**src/hw/rtl/rws_pkg.sv**
```systemverilog
// ----------------------------------------------------------------------------
// rws_pkg: shared definitions for the roulette wheel selector
// Widths, request codes, sequencer states and the control/status structs
// passed between the sequencer and the datapath.
// ----------------------------------------------------------------------------
package rws_pkg;

    // slot store geometry
    localparam int MAX_POP  = 64;
    localparam int SLOT_W   = $clog2(MAX_POP);
    localparam int FIT_W    = 32;

    // running total holds the sum of every slot without overflow
    localparam int TOTAL_W  = FIT_W + SLOT_W;

    // request fields and configuration
    localparam int DRAW_W   = 7;
    localparam int POP_W    = 7;
    localparam logic [POP_W-1:0] POP_RESET = 7'd50;
    localparam logic [POP_W-1:0] POP_LIMIT = POP_W'(MAX_POP);

    // fitness times the percent scale
    localparam int PROD_W   = FIT_W + 7;

    // both sides of draw*total < 100*cumulative
    localparam int ACC_W    = TOTAL_W + 7;

    // padded stream widths
    localparam int S_DATA_W = ((SLOT_W + FIT_W + DRAW_W + 7) / 8) * 8;
    localparam int M_DATA_W = ((SLOT_W + 7) / 8) * 8;

    // request kinds carried in the slave-side tuser
    localparam logic REQ_LOAD   = 1'b0;
    localparam logic REQ_SELECT = 1'b1;

    typedef enum logic [2:0] {
        ST_IDLE,
        ST_LOAD_RD,
        ST_LOAD_WR,
        ST_SEL_RUN,
        ST_DONE
    } state_t;

    // sequencer to datapath
    typedef struct packed {
        logic              cap;       // capture the accepted transaction
        logic              rd_walk;   // read address from the walk counter
        logic [SLOT_W-1:0] walk_idx;  // walk read address
        logic              ld_write;  // commit a load
        logic              acc_en;    // accumulate one slot and test it
    } dp_cmd_t;

    // datapath to sequencer
    typedef struct packed {
        logic total_zero;
        logic hit;
    } dp_stat_t;

endpackage

```
**src/hw/rtl/roulette_wheel_selector.sv**
```systemverilog
// ----------------------------------------------------------------------------
// roulette_wheel_selector: fitness-proportionate slot selector
// Stores one 16.16 fitness per slot with a running total and picks the
// first slot whose cumulative fitness passes a percentage draw.
// ----------------------------------------------------------------------------
// Usage:
//   The slave stream takes one transaction per request. tuser selects a
//   load (0), which writes fitness_value into slot, or a selection (1),
//   which uses draw. Every request returns one master stream transaction:
//   chosen_slot in tdata and found in tuser (both zero for a load).
//   population_size is written on the cfg channel while the block is idle.
// Timing:
//   A load goes through a memory read (LOAD_RD) and a write (LOAD_WR) to
//   DONE. A selection walks the slots until one hits or the last is
//   tested, or goes to DONE directly when the total or population size
//   is zero. The walk reads one slot per cycle from the single read port
//   of the fitness memory, so that port sets the selection time. One
//   request is in flight at a time; s_tready is high only when idle.
// Reset and stall:
//   Reset empties the fitness store (per-slot valid bits), clears the
//   total and sets population_size to 50. A result held by a stalled
//   receiver stays in the output register; the next request is still
//   accepted and waits for the register before its result is placed.
// ----------------------------------------------------------------------------
module roulette_wheel_selector (
    input  logic                          clk,
    input  logic                          rst_n,
    // slave stream
    input  logic                          s_tvalid,
    output logic                          s_tready,
    // [5:0] slot, [37:6] fitness_value, [44:38] draw, [47:45] zero
    input  logic [rws_pkg::S_DATA_W-1:0]  s_tdata,
    // [0] req_type
    input  logic                          s_tuser,
    // master stream
    output logic                          m_tvalid,
    input  logic                          m_tready,
    // [5:0] chosen_slot, [7:6] zero
    output logic [rws_pkg::M_DATA_W-1:0]  m_tdata,
    // [0] found
    output logic                          m_tuser,
    // configuration write channel: population_size
    input  logic                          cfg_valid,
    output logic                          cfg_ready,
    input  logic [rws_pkg::POP_W-1:0]     cfg_data
);

    rws_pkg::dp_cmd_t           cmd;
    rws_pkg::dp_stat_t          stat;
    logic [rws_pkg::POP_W-1:0]  pop_reg;
    logic [rws_pkg::SLOT_W-1:0] slot_in;
    logic [rws_pkg::FIT_W-1:0]  fit_in;
    logic [rws_pkg::DRAW_W-1:0] draw_in;
    logic [rws_pkg::SLOT_W-1:0] out_slot;

    // unpack the request
    assign slot_in = s_tdata[rws_pkg::SLOT_W-1:0];
    assign fit_in  = s_tdata[rws_pkg::SLOT_W+rws_pkg::FIT_W-1:rws_pkg::SLOT_W];
    assign draw_in = s_tdata[rws_pkg::SLOT_W+rws_pkg::FIT_W+rws_pkg::DRAW_W-1:
                             rws_pkg::SLOT_W+rws_pkg::FIT_W];

    // population size register
    assign cfg_ready = 1'b1;

    always_ff @(posedge clk or negedge rst_n)
    begin
        if (!rst_n)
        begin
            pop_reg <= rws_pkg::POP_RESET;
        end
        else if (cfg_valid && cfg_ready)
        begin
            pop_reg <= cfg_data;
        end
    end

    rws_ctrl u_ctrl (
        .clk       (clk),
        .rst_n     (rst_n),
        .s_tvalid  (s_tvalid),
        .req_type  (s_tuser),
        .pop       (pop_reg),
        .stat      (stat),
        .m_tready  (m_tready),
        .s_tready  (s_tready),
        .cmd       (cmd),
        .out_valid (m_tvalid),
        .out_slot  (out_slot),
        .out_found (m_tuser)
    );

    rws_dp u_dp (
        .clk     (clk),
        .rst_n   (rst_n),
        .cmd     (cmd),
        .slot_in (slot_in),
        .fit_in  (fit_in),
        .draw_in (draw_in),
        .stat    (stat)
    );

    // pack the result
    assign m_tdata = rws_pkg::M_DATA_W'(out_slot);

endmodule

```
**src/hw/rtl/rws_ram.sv**
```systemverilog
// ----------------------------------------------------------------------------
// rws_ram: generic single write, single read RAM
// One write port and one read port with a registered read data output.
// ----------------------------------------------------------------------------
module rws_ram #(
    parameter int WIDTH = 32,
    parameter int DEPTH = 64
) (
    input  logic                     clk,
    input  logic                     we,
    input  logic [$clog2(DEPTH)-1:0] waddr,
    input  logic [WIDTH-1:0]         wdata,
    input  logic [$clog2(DEPTH)-1:0] raddr,
    output logic [WIDTH-1:0]         rdata
);

    logic [WIDTH-1:0] mem [DEPTH];
    logic [WIDTH-1:0] rdata_reg;

    // write port
    always_ff @(posedge clk)
    begin
        if (we)
        begin
            mem[waddr] <= wdata;
        end
    end

    // registered read port
    always_ff @(posedge clk)
    begin
        rdata_reg <= mem[raddr];
    end

    assign rdata = rdata_reg;

endmodule

```
**src/hw/rtl/rws_dp.sv**
```systemverilog
// ----------------------------------------------------------------------------
// rws_dp: fitness store and shared accumulate/compare unit
// Holds the slot memory with per-slot valid bits, the running total and
// the walk accumulator that tests one slot per cycle.
// ----------------------------------------------------------------------------
module rws_dp (
    input  logic                        clk,
    input  logic                        rst_n,
    input  rws_pkg::dp_cmd_t            cmd,
    input  logic [rws_pkg::SLOT_W-1:0]  slot_in,
    input  logic [rws_pkg::FIT_W-1:0]   fit_in,
    input  logic [rws_pkg::DRAW_W-1:0]  draw_in,
    output rws_pkg::dp_stat_t           stat
);

    logic [rws_pkg::SLOT_W-1:0]  slot_reg;
    logic [rws_pkg::FIT_W-1:0]   fit_reg;
    logic [rws_pkg::ACC_W-1:0]   lhs_reg;
    logic [rws_pkg::TOTAL_W-1:0] total_reg;
    logic [rws_pkg::TOTAL_W-1:0] total_next;
    logic [rws_pkg::MAX_POP-1:0] valid_reg;
    logic                        vld_q_reg;
    logic [rws_pkg::PROD_W-1:0]  prod_reg;
    logic [rws_pkg::PROD_W-1:0]  prod_next;
    logic [rws_pkg::ACC_W-1:0]   acc_reg;
    logic [rws_pkg::ACC_W-1:0]   acc_sum;
    logic [rws_pkg::SLOT_W-1:0]  rd_addr;
    logic [rws_pkg::FIT_W-1:0]   rdata;
    logic [rws_pkg::FIT_W-1:0]   data;

    // fitness memory
    rws_ram #(
        .WIDTH (rws_pkg::FIT_W),
        .DEPTH (rws_pkg::MAX_POP)
    ) u_store (
        .clk   (clk),
        .we    (cmd.ld_write),
        .waddr (slot_reg),
        .wdata (fit_reg),
        .raddr (rd_addr),
        .rdata (rdata)
    );

    assign rd_addr = cmd.rd_walk ? cmd.walk_idx : slot_reg;

    // a slot never written since reset reads as zero
    assign data = vld_q_reg ? rdata : '0;

    // times 100 as shift and add
    assign prod_next = (rws_pkg::PROD_W'(data) << 6) + (rws_pkg::PROD_W'(data) << 5)
                     + (rws_pkg::PROD_W'(data) << 2);

    // shared add and compare
    assign acc_sum   = acc_reg + rws_pkg::ACC_W'(prod_reg);
    assign stat.hit  = (lhs_reg < acc_sum);
    assign stat.total_zero = (total_reg == '0);

    // total correction: drop the old value, add the new one
    assign total_next = total_reg - rws_pkg::TOTAL_W'(data) + rws_pkg::TOTAL_W'(fit_reg);

    // transaction capture, no reset needed
    always_ff @(posedge clk)
    begin
        if (cmd.cap)
        begin
            slot_reg <= slot_in;
            fit_reg  <= fit_in;
            lhs_reg  <= rws_pkg::ACC_W'(total_reg) * rws_pkg::ACC_W'(draw_in);
        end
        prod_reg <= prod_next;
    end

    // walk accumulator
    always_ff @(posedge clk)
    begin
        if (cmd.cap)
        begin
            acc_reg <= '0;
        end
        else if (cmd.acc_en)
        begin
            acc_reg <= acc_sum;
        end
    end

    // total, valid bits and the valid bit of the slot being read
    always_ff @(posedge clk or negedge rst_n)
    begin
        if (!rst_n)
        begin
            total_reg <= '0;
            valid_reg <= '0;
            vld_q_reg <= 1'b0;
        end
        else
        begin
            vld_q_reg <= valid_reg[rd_addr];
            if (cmd.ld_write)
            begin
                total_reg           <= total_next;
                valid_reg[slot_reg] <= 1'b1;
            end
        end
    end

endmodule

```
**src/hw/rtl/rws_ctrl.sv**
```systemverilog
// ----------------------------------------------------------------------------
// rws_ctrl: sequencer for loads and selections
// Steps a load through read and write, walks the slots of a selection
// through the read and multiply stages, and holds the output register.
// ----------------------------------------------------------------------------
module rws_ctrl (
    input  logic                        clk,
    input  logic                        rst_n,
    input  logic                        s_tvalid,
    input  logic                        req_type,
    input  logic [rws_pkg::POP_W-1:0]   pop,
    input  rws_pkg::dp_stat_t           stat,
    input  logic                        m_tready,
    output logic                        s_tready,
    output rws_pkg::dp_cmd_t            cmd,
    output logic                        out_valid,
    output logic [rws_pkg::SLOT_W-1:0]  out_slot,
    output logic                        out_found
);

    rws_pkg::state_t state_reg;
    rws_pkg::state_t state_next;

    logic [rws_pkg::POP_W-1:0]  n_in;
    logic [rws_pkg::POP_W-1:0]  n_reg;
    logic [rws_pkg::POP_W-1:0]  rd_cnt_reg;
    logic                       issue;
    logic                       p1_vld_reg;
    logic [rws_pkg::SLOT_W-1:0] p1_idx_reg;
    logic                       p2_vld_reg;
    logic [rws_pkg::SLOT_W-1:0] p2_idx_reg;
    logic                       p2_last;
    logic                       p2_hit;
    logic [rws_pkg::SLOT_W-1:0] res_slot_reg;
    logic                       res_found_reg;
    logic                       out_valid_reg;
    logic [rws_pkg::SLOT_W-1:0] out_slot_reg;
    logic                       out_found_reg;
    logic                       out_load;

    // walk length clamped to the store depth
    assign n_in    = (pop > rws_pkg::POP_LIMIT) ? rws_pkg::POP_LIMIT : pop;
    assign issue   = (state_reg == rws_pkg::ST_SEL_RUN) && (rd_cnt_reg < n_reg);
    assign p2_last = ({1'b0, p2_idx_reg} == (n_reg - 7'd1));
    assign p2_hit  = p2_vld_reg && stat.hit;

    // next state
    always_comb
    begin
        state_next = state_reg;
        unique case (state_reg)
            rws_pkg::ST_IDLE:
            begin
                if (s_tvalid)
                begin
                    if (req_type == rws_pkg::REQ_LOAD)
                    begin
                        state_next = rws_pkg::ST_LOAD_RD;
                    end
                    else if (stat.total_zero || (n_in == '0))
                    begin
                        state_next = rws_pkg::ST_DONE;
                    end
                    else
                    begin
                        state_next = rws_pkg::ST_SEL_RUN;
                    end
                end
            end
            rws_pkg::ST_LOAD_RD:
            begin
                state_next = rws_pkg::ST_LOAD_WR;
            end
            rws_pkg::ST_LOAD_WR:
            begin
                state_next = rws_pkg::ST_DONE;
            end
            rws_pkg::ST_SEL_RUN:
            begin
                if (p2_vld_reg && (stat.hit || p2_last))
                begin
                    state_next = rws_pkg::ST_DONE;
                end
            end
            rws_pkg::ST_DONE:
            begin
                if (!out_valid_reg || m_tready)
                begin
                    state_next = rws_pkg::ST_IDLE;
                end
            end
            default:
            begin
                state_next = rws_pkg::ST_IDLE;
            end
        endcase
    end

    // outputs of the sequencer
    always_comb
    begin
        s_tready     = (state_reg == rws_pkg::ST_IDLE);
        cmd.cap      = (state_reg == rws_pkg::ST_IDLE) && s_tvalid;
        cmd.rd_walk  = (state_reg == rws_pkg::ST_SEL_RUN);
        cmd.walk_idx = rd_cnt_reg[rws_pkg::SLOT_W-1:0];
        cmd.ld_write = (state_reg == rws_pkg::ST_LOAD_WR);
        cmd.acc_en   = (state_reg == rws_pkg::ST_SEL_RUN) && p2_vld_reg;
        out_load     = (state_reg == rws_pkg::ST_DONE) && (!out_valid_reg || m_tready);
    end

    // state, walk counter and stage tags
    always_ff @(posedge clk or negedge rst_n)
    begin
        if (!rst_n)
        begin
            state_reg  <= rws_pkg::ST_IDLE;
            n_reg      <= '0;
            rd_cnt_reg <= '0;
            p1_vld_reg <= 1'b0;
            p2_vld_reg <= 1'b0;
            p1_idx_reg <= '0;
            p2_idx_reg <= '0;
        end
        else
        begin
            state_reg <= state_next;
            if (cmd.cap)
            begin
                n_reg      <= n_in;
                rd_cnt_reg <= '0;
                p1_vld_reg <= 1'b0;
                p2_vld_reg <= 1'b0;
            end
            else
            begin
                if (issue)
                begin
                    rd_cnt_reg <= rd_cnt_reg + 7'd1;
                end
                p1_vld_reg <= issue;
                p1_idx_reg <= rd_cnt_reg[rws_pkg::SLOT_W-1:0];
                p2_vld_reg <= p1_vld_reg && (state_reg == rws_pkg::ST_SEL_RUN);
                p2_idx_reg <= p1_idx_reg;
            end
        end
    end

    // pending result
    always_ff @(posedge clk or negedge rst_n)
    begin
        if (!rst_n)
        begin
            res_slot_reg  <= '0;
            res_found_reg <= 1'b0;
        end
        else if (cmd.cap)
        begin
            res_slot_reg  <= '0;
            res_found_reg <= 1'b0;
        end
        else if ((state_reg == rws_pkg::ST_SEL_RUN) && p2_hit)
        begin
            res_slot_reg  <= p2_idx_reg;
            res_found_reg <= 1'b1;
        end
    end

    // output register toward the master side
    always_ff @(posedge clk or negedge rst_n)
    begin
        if (!rst_n)
        begin
            out_valid_reg <= 1'b0;
            out_slot_reg  <= '0;
            out_found_reg <= 1'b0;
        end
        else if (out_load)
        begin
            out_valid_reg <= 1'b1;
            out_slot_reg  <= res_slot_reg;
            out_found_reg <= res_found_reg;
        end
        else if (m_tready)
        begin
            out_valid_reg <= 1'b0;
        end
    end

    assign out_valid = out_valid_reg;
    assign out_slot  = out_slot_reg;
    assign out_found = out_found_reg;

endmodule
```
**config.mk**
```make
export PLATFORM = sky130hd
export DESIGN_NAME = roulette_wheel_selector
export DESIGN_NICKNAME = d
export VERILOG_FILES = /design/src/hw/rtl/rws_pkg.sv /design/src/hw/rtl/roulette_wheel_selector.sv /design/src/hw/rtl/rws_ram.sv /design/src/hw/rtl/rws_dp.sv /design/src/hw/rtl/rws_ctrl.sv
export SDC_FILE = /design/constraint.sdc
export NUM_CORES = 2
export LEC_CHECK = 0
export ABC_AREA = 1
export BUFFER_PORTS_ARGS = -buffer_cell sky130_fd_sc_hd__buf_2
export CAP_MARGIN = 5
export CORE_MARGIN = 4
export CORE_UTILIZATION = 64
export DETAILED_ROUTE_END_ITERATION = 8
export PLACE_DENSITY = 0.85
export SETUP_SLACK_MARGIN = 0.3
export SLEW_MARGIN = 20
export SYNTH_ARGS = -nofsm -noshare
export SYNTH_HDL_FRONTEND = slang
export SYNTH_SLANG_ARGS = --single-unit
export TNS_END_PERCENT = 1
```
**constraint.sdc**
```tcl
create_clock -name clk -period 5.5 [get_ports clk]
set_clock_uncertainty 0.2 [all_clocks]
set_input_delay 0 -clock clk [delete_from_list [all_inputs] [get_ports clk]]
set_output_delay 0 -clock clk [all_outputs]
set_load 0.02 [all_outputs]
```
== Yosys cells after proc, flatten, opt, wreduce, memory -nomap -nowiden ==
Memories as Yosys holds them, arrays and structs flattened. A register that Yosys moved wholly into a read port is not among the register bits.
Cells that the tools add are included.
Storage, ports and cells
  memories kept: 1
  bits in latches: 0
  bits in read-only memories: 0
  register bits after elaboration: 323
  RAM bits: 2048
Cells by class
  $add $sub $neg: 7
  shift operators: 0
  reductions and logical operators: 20
  divide/modulo/power cells: 0
  mux-type cells: 25
  eq/ne operators: 8
  order comparisons: 6
  multiply operators: 1
  bitwise operators: 1
Memory list
  u_dp.u_store.mem: words 64, width 32, rd ports 1, clocked after memory_dff 1, write ports 1, RTL line rws_ram.sv:17  | logic [WIDTH-1:0] mem [DEPTH];
Operators with widths (number)
  64-bit bitwise OR: 1
  45-bit by 39-bit adder with 45-bit output: 1
  45-bit less-than comparator: 1
  38-bit by 7-bit multiplier with 45-bit output: 1
  38-bit by 37-bit adder with 39-bit output: 1
  39-bit by 34-bit adder with 39-bit output: 1
  38-bit by 32-bit adder with 38-bit output: 1
  38-bit logical NOT: 1
  38-bit by 32-bit subtractor with 38-bit output: 1
  32-bit 2-to-1 mux: 1
  7-bit 2-to-1 mux: 3
  6-bit 2-to-1 mux: 3
  3-bit 2-to-1 mux: 5
  3-bit one-hot mux with 5 select lines: 1
  6-bit by 7-bit less-than comparator with 1-bit output, second input constant: 2
  1-bit 2-to-1 mux: 10
  1-bit logical AND: 9
  7-bit by 1-bit adder with 7-bit output, second input constant: 1
  6-bit by 7-bit == test with 1-bit output: 1
  7-bit > comparator, second input constant: 1
  7-bit logical NOT: 1
  7-bit less-than comparator: 1
  7-bit by 1-bit subtractor with 7-bit output, second input constant: 1
  1-bit binary-select mux with 6-bit select: 1
  other kinds (12): 18

== Logic depth before layout (Yosys ltp) ==
  depth after elaboration: 8
  depth in mapped cells: 27
  depth with buffers taken out: 27

== Hierarchy ==
A second synthesis with hierarchy kept.
Second synthesis, totals
  cell total of the unflattened synthesis: 11252
  area total of the unflattened synthesis: 114823.9 µm²
Modules (own cells, without submodules)
  rws_ram: instances 1, area an instance 82738.1 µm², sequential area each 62139.6 µm², cells an instance 6769
  rws_dp: instances 1, area an instance 29417.0 µm², sequential area each 6611.3 µm², cells an instance 4163
  rws_ctrl: instances 1, area an instance 2366.0 µm², sequential area each 1151.1 µm², cells an instance 285
  roulette_wheel_selector: instances 1, area an instance 302.8 µm², sequential area each 178.9 µm², cells an instance 35

== Worst setup path after synthesis ==
OpenSTA, ideal clock, no wires.
  path type: reg2reg
  from: register u_dp.total_reg[8] (netlist name)
  to: register u_dp.lhs_reg[34] (netlist name) (data pin)
  data required time: 5.048 ns
  period minus slack after synthesis: 4.542 ns
  path slack: 0.958 ns
  stages on the path, launching flop included: 21
  arrival time: 4.089 ns
  path through: dfrtp_1 clkbuf_1 nand2_1 inv_1 fa_1 fa_1 fa_1 inv_1 fa_1 inv_1 ha_1 nand2_1 nand2_1 o21bai_1 nand2b_1 a21boi_0 o21ai_0 nand2_1 nand2_1 nand2_1 nand2_1
On the way
  cells in the longest elaborated chain, start to end: 1
Ends and longest elaborated chain
  start, declared: RTL line rws_dp.sv:19  | logic [rws_pkg::TOTAL_W-1:0] total_reg;
  start signal, assigned: RTL line rws_dp.sv:100  | total_reg <= total_next;
  38-bit by 7-bit multiplier with 45-bit output: RTL line rws_dp.sv:68  | lhs_reg <= rws_pkg::ACC_W'(total_reg) * rws_pkg::ACC_W'(draw_in);
  end signal, assigned: RTL line rws_dp.sv:68
  end, declared: RTL line rws_dp.sv:18  | logic [rws_pkg::ACC_W-1:0] lhs_reg;
Every way passes these cells.
A chain may end at the register's enable or synchronous reset.

== Worst setup path in the final report ==
  from: register u_dp.total_reg[22] (netlist name)
  to: register u_dp.lhs_reg[39] (netlist name) (data pin)
The elaborated chain is that of the path after synthesis.

==> flow_metrics.tcl <==
set metrics [dict create \
    status "completed" \
    syn-cell-area_um2 116900 \
    first_iter_violations 14429 \
    port_buffers 66 \
    viasPerCell 6.247 \
    htreeDepth 4 \
    irDropWorstVdd_mv 0.3424 \
    row_count 156 \
    multiInputGateArea_um2 38030 \
    numCtsBuffers 225 \
    clk_pin_slew_worst_paths_ns 0.07 \
    cts-root-buf "clkbuf_16" \
    post_dp_cell_area_um2 120300 \
    synth_cell_types 45 \
    reg2reg_setup_slack_ns 0.38 \
    vias 88878 \
    p_leak_nw 54.63 \
    ys_warn_count 0 \
    combPwrFrac_pct 0.5 \
    clock_path_buffers 3 \
    antenna_found_initial 26 \
    largest_register_ffs 2048 \
    core-area_um2 181100 \
    dpl.hpwl_um 223300 \
    grt_pass1_wl_um 537100 \
    detail_route.first_pass.iterations 9 \
    p_int_w 0.02800 \
    setup_viol 0 \
    required_ns 5.99 \
    grtUsageTotal_pct 37.86 \
    grt-ovfl-total 0 \
    fin_crit_ns 5.123 \
    critPathCaptureType "flip-flop" \
    ios 73 \
    switching_share_pct 20.14 \
    timing.hold.ws_ns 0.06930 \
    pre_cts_ws_ns 0.07264 \
    tightest_slew_ns 1.207 \
    synthCells 11587 \
    cts_tree "done" \
    clock_latency_ns 0.91 \
    arrival_ns 5.61 \
    final_cell_area_um2 128800 \
    clkPwrFrac_pct 43.7 \
    yosysSeqAreaShare_pct 59.98 \
    ys_ff_latch 2398 \
    slew_headroom_pct 19.32 \
    synth.avg_cell_area_um2 10.09 \
    wl_um 365000 \
    fmax_mhz 195.2 \
    crit_fanout 10 \
    fin_util_pct 71.11 \
    setup-tns-final_ns 0 \
    area_delta_synth_final_pct 10.19 \
    place.gp.congestion 0.9890 \
    hold_viol_final 0 \
    grt_max_degree 222 \
    crit_type "flip-flop to flip-flop" \
    final.period_utilization_pct 93.14 \
    die_area_um2 189600 \
    grt_pass1_vias 87460 \
    final_cell_mix "nand2_1, edfxtp_1, inv_1" \
    ff_latch_area_um2 70110 \
    cts_sinks 2398 \
    final_common_cell "nand2_1" \
    min_path_type "primary input to flip-flop" \
    postRouteAntennaNets 0 \
    maxCapViolations 0 \
    power_frac_seq_pct 55.7 \
    start_kind "flip-flop" \
    drcViolationCount 0 \
    grt_setup_unrepaired "yes" \
    p_sw_w 0.007063 \
    slew_viol_final 0 \
    fin_ws_ns 0.3772 \
    start_util_pct 64.54 \
    layout-drive-gt1-share_pct 6.282 \
    routedWlPerCell_um 25.66 \
    cellPowerDensity_nw_per_um2 272.2 \
    die_h_um 435.4 \
    fillers 11865 \
    die_w_um 435.4 \
    post-cts-setup-buffers 0 \
    nNetsFinal 12189 \
]
-- cell families (layout without fill, tap and decap cells) --
kind of cell | count (synthesis) | in the layout | synth area share [%]
adder cells (fa/ha/maj) | 470 | 470 | 6.578
XOR/XNOR | 105 | 105 | 0.7867
buffers and inverters | 2349 | 2605 | 8.004
multiplexers | 6 | 6 | 0.05779
AO/OA/AOI/OAI | 1084 | 1084 | 5.952
other | 2 | 17 | 0.006424
flip-flops | 2398 | 2398 | 59.98
AND/OR/NAND/NOR | 5173 | 5173 | 18.64
-- cells in the mapped netlist, drive strengths merged --
| cell | number | area (um2) |
|---|---|---|
| o21bai | 16 | 120.1 |
| and3 | 2 | 12.51 |
| a21oi | 213 | 1066 |
| buf | 377 | 1954 |
| or2 | 28 | 175.2 |
| o31ai | 1 | 7.510 |
| and2 | 23 | 143.9 |
| nor3 | 40 | 200.2 |
| o211ai | 537 | 4031 |
| fa | 241 | 4825 |
| clkbuf | 201 | 754.5 |
| a31oi | 10 | 62.56 |
| a31o | 5 | 43.79 |
| o21a | 8 | 60.06 |
| clkinv | 2 | 7.510 |
| inv | 1769 | 6640 |
| a21boi | 10 | 75.07 |
| nor4 | 7 | 43.79 |
| a221oi | 1 | 8.760 |
| nand2b | 1 | 6.260 |
| nand3b | 71 | 533.0 |
| dfstp | 3 | 78.83 |
| ha | 229 | 2865 |
| nand2 | 3202 | 12020 |
| o22ai | 8 | 50.05 |
| nand4 | 53 | 337.8 |
| conb | 2 | 7.510 |
| o21ai | 257 | 1297 |
| a21o | 18 | 135.1 |
| nand3 | 1400 | 7012 |
| mux2 | 6 | 67.56 |
| xor2 | 65 | 569.3 |
| xnor2 | 40 | 350.3 |
| nor2 | 346 | 1299 |
| edfxtp | 2130 | 63960 |
| dfxtp | 112 | 2242 |
| dfrtp | 153 | 3829 |
-- power by group through the flow --
stage | clock network (W) | registers (W) | logic (W)
4_1_cts | 0.0152 | 0.0195 | 0.000177
2_1_floorplan | 0 | 0.0199 | 0.0000352
6_report | 0.0153 | 0.0195 | 0.000186
5_1_grt | 0.0161 | 0.0195 | 0.000198
3_5_place_dp | 0 | 0.0199 | 0.000107
3_3_place_gp | 0 | 0.0199 | 0.000103
-- final timing paths --
| check | startpoint | end | depth (start not counted) |
|---|---|---|---|
| hold / removal | s_tdata[40] | u_dp.lhs_reg[2]$_DFFE_PP_ | 6 |
| max in group asynchronous | rst_n | u_dp.valid_reg[59]$_DFFE_PN0P_ | 4 |
| setup / recovery | u_dp.total_reg[22]$_DFFE_PN0P_ | u_dp.lhs_reg[39]$_DFFE_PP_ | 16 |
| setup reg to reg | u_dp.total_reg[22]$_DFFE_PN0P_ | u_dp.lhs_reg[39]$_DFFE_PP_ | 16 |
| min in group asynchronous | rst_n | u_ctrl.out_valid$_DFFE_PN0P_ | 4 |
| hold reg to reg | u_dp.valid_reg[47]$_DFFE_PN0P_ | u_dp.valid_reg[47]$_DFFE_PN0P_ | 2 |
-- worst max-delay path, stage by stage, from the launching register on --
cell	delay, ns
dfrtp_1	0.59
nand2_1	0.14
fa_1	0.53
fa_1	0.54
inv_1	0.05
fa_1	0.47
inv_1	0.05
fa_1	0.47
inv_1	0.04
ha_1	0.41
nand2_1	0.14
nor2_1	0.26
nand2_1	0.15
nor3_2	0.29
nand4_1	0.26
nand3_1	0.19
xor2_1	0.21
-- metrics by stage --
| stage | total power, W | cells |
|---|---|---|
| 2_1_floorplan | 0.01997 | 11588 |
| 3_3_place_gp | 0.02004 | 13679 |
| 3_5_place_dp | 0.02004 | 13681 |
| 4_1_cts | 0.03497 | 14211 |
| 5_1_grt | 0.03584 | 14217 |
| 6_report | 0.03506 | 14228 |
-- layout make-up --
| type | instances | share of cell area, % |
|---|---|---|
| sequential | 2398 | 54.43 |
| multi-input combinational | 6841 | 29.53 |
| inverter | 1771 | 5.180 |
| clock buffer | 299 | 4.739 |
| timing repair buffer | 421 | 2.970 |
| tap | 2370 | 2.302 |
| clock inverter | 114 | 0.8208 |
| antenna | 14 | 0.02720 |
-- what timing repair did --
| action | CTS | global route |
|---|---|---|
| gates resized for setup | 1 | 5 |
| hold endpoints to repair | 281 | 0 |
| hold buffers | 117 | 0 |
| endpoints found under the setup margin | 1 | 14 |
-- per-layer routing --
| layer | GRT usage, % | routed length [um] | share of wire (%) | vias up |
|---|---|---|---|---|
| li1 | - | - | - | 38679 |
| met1 | 47.33 | 122300 | 34 | 41641 |
| met2 | 58.48 | 164400 | 45 | 6968 |
| met3 | 10.64 | 50250 | 14 | 1570 |
| met4 | 24.31 | 27910 | 7.6 | 20 |
| met5 | 0 | 140 | 0.038 | - |
(Power assumes the default switching activity.)
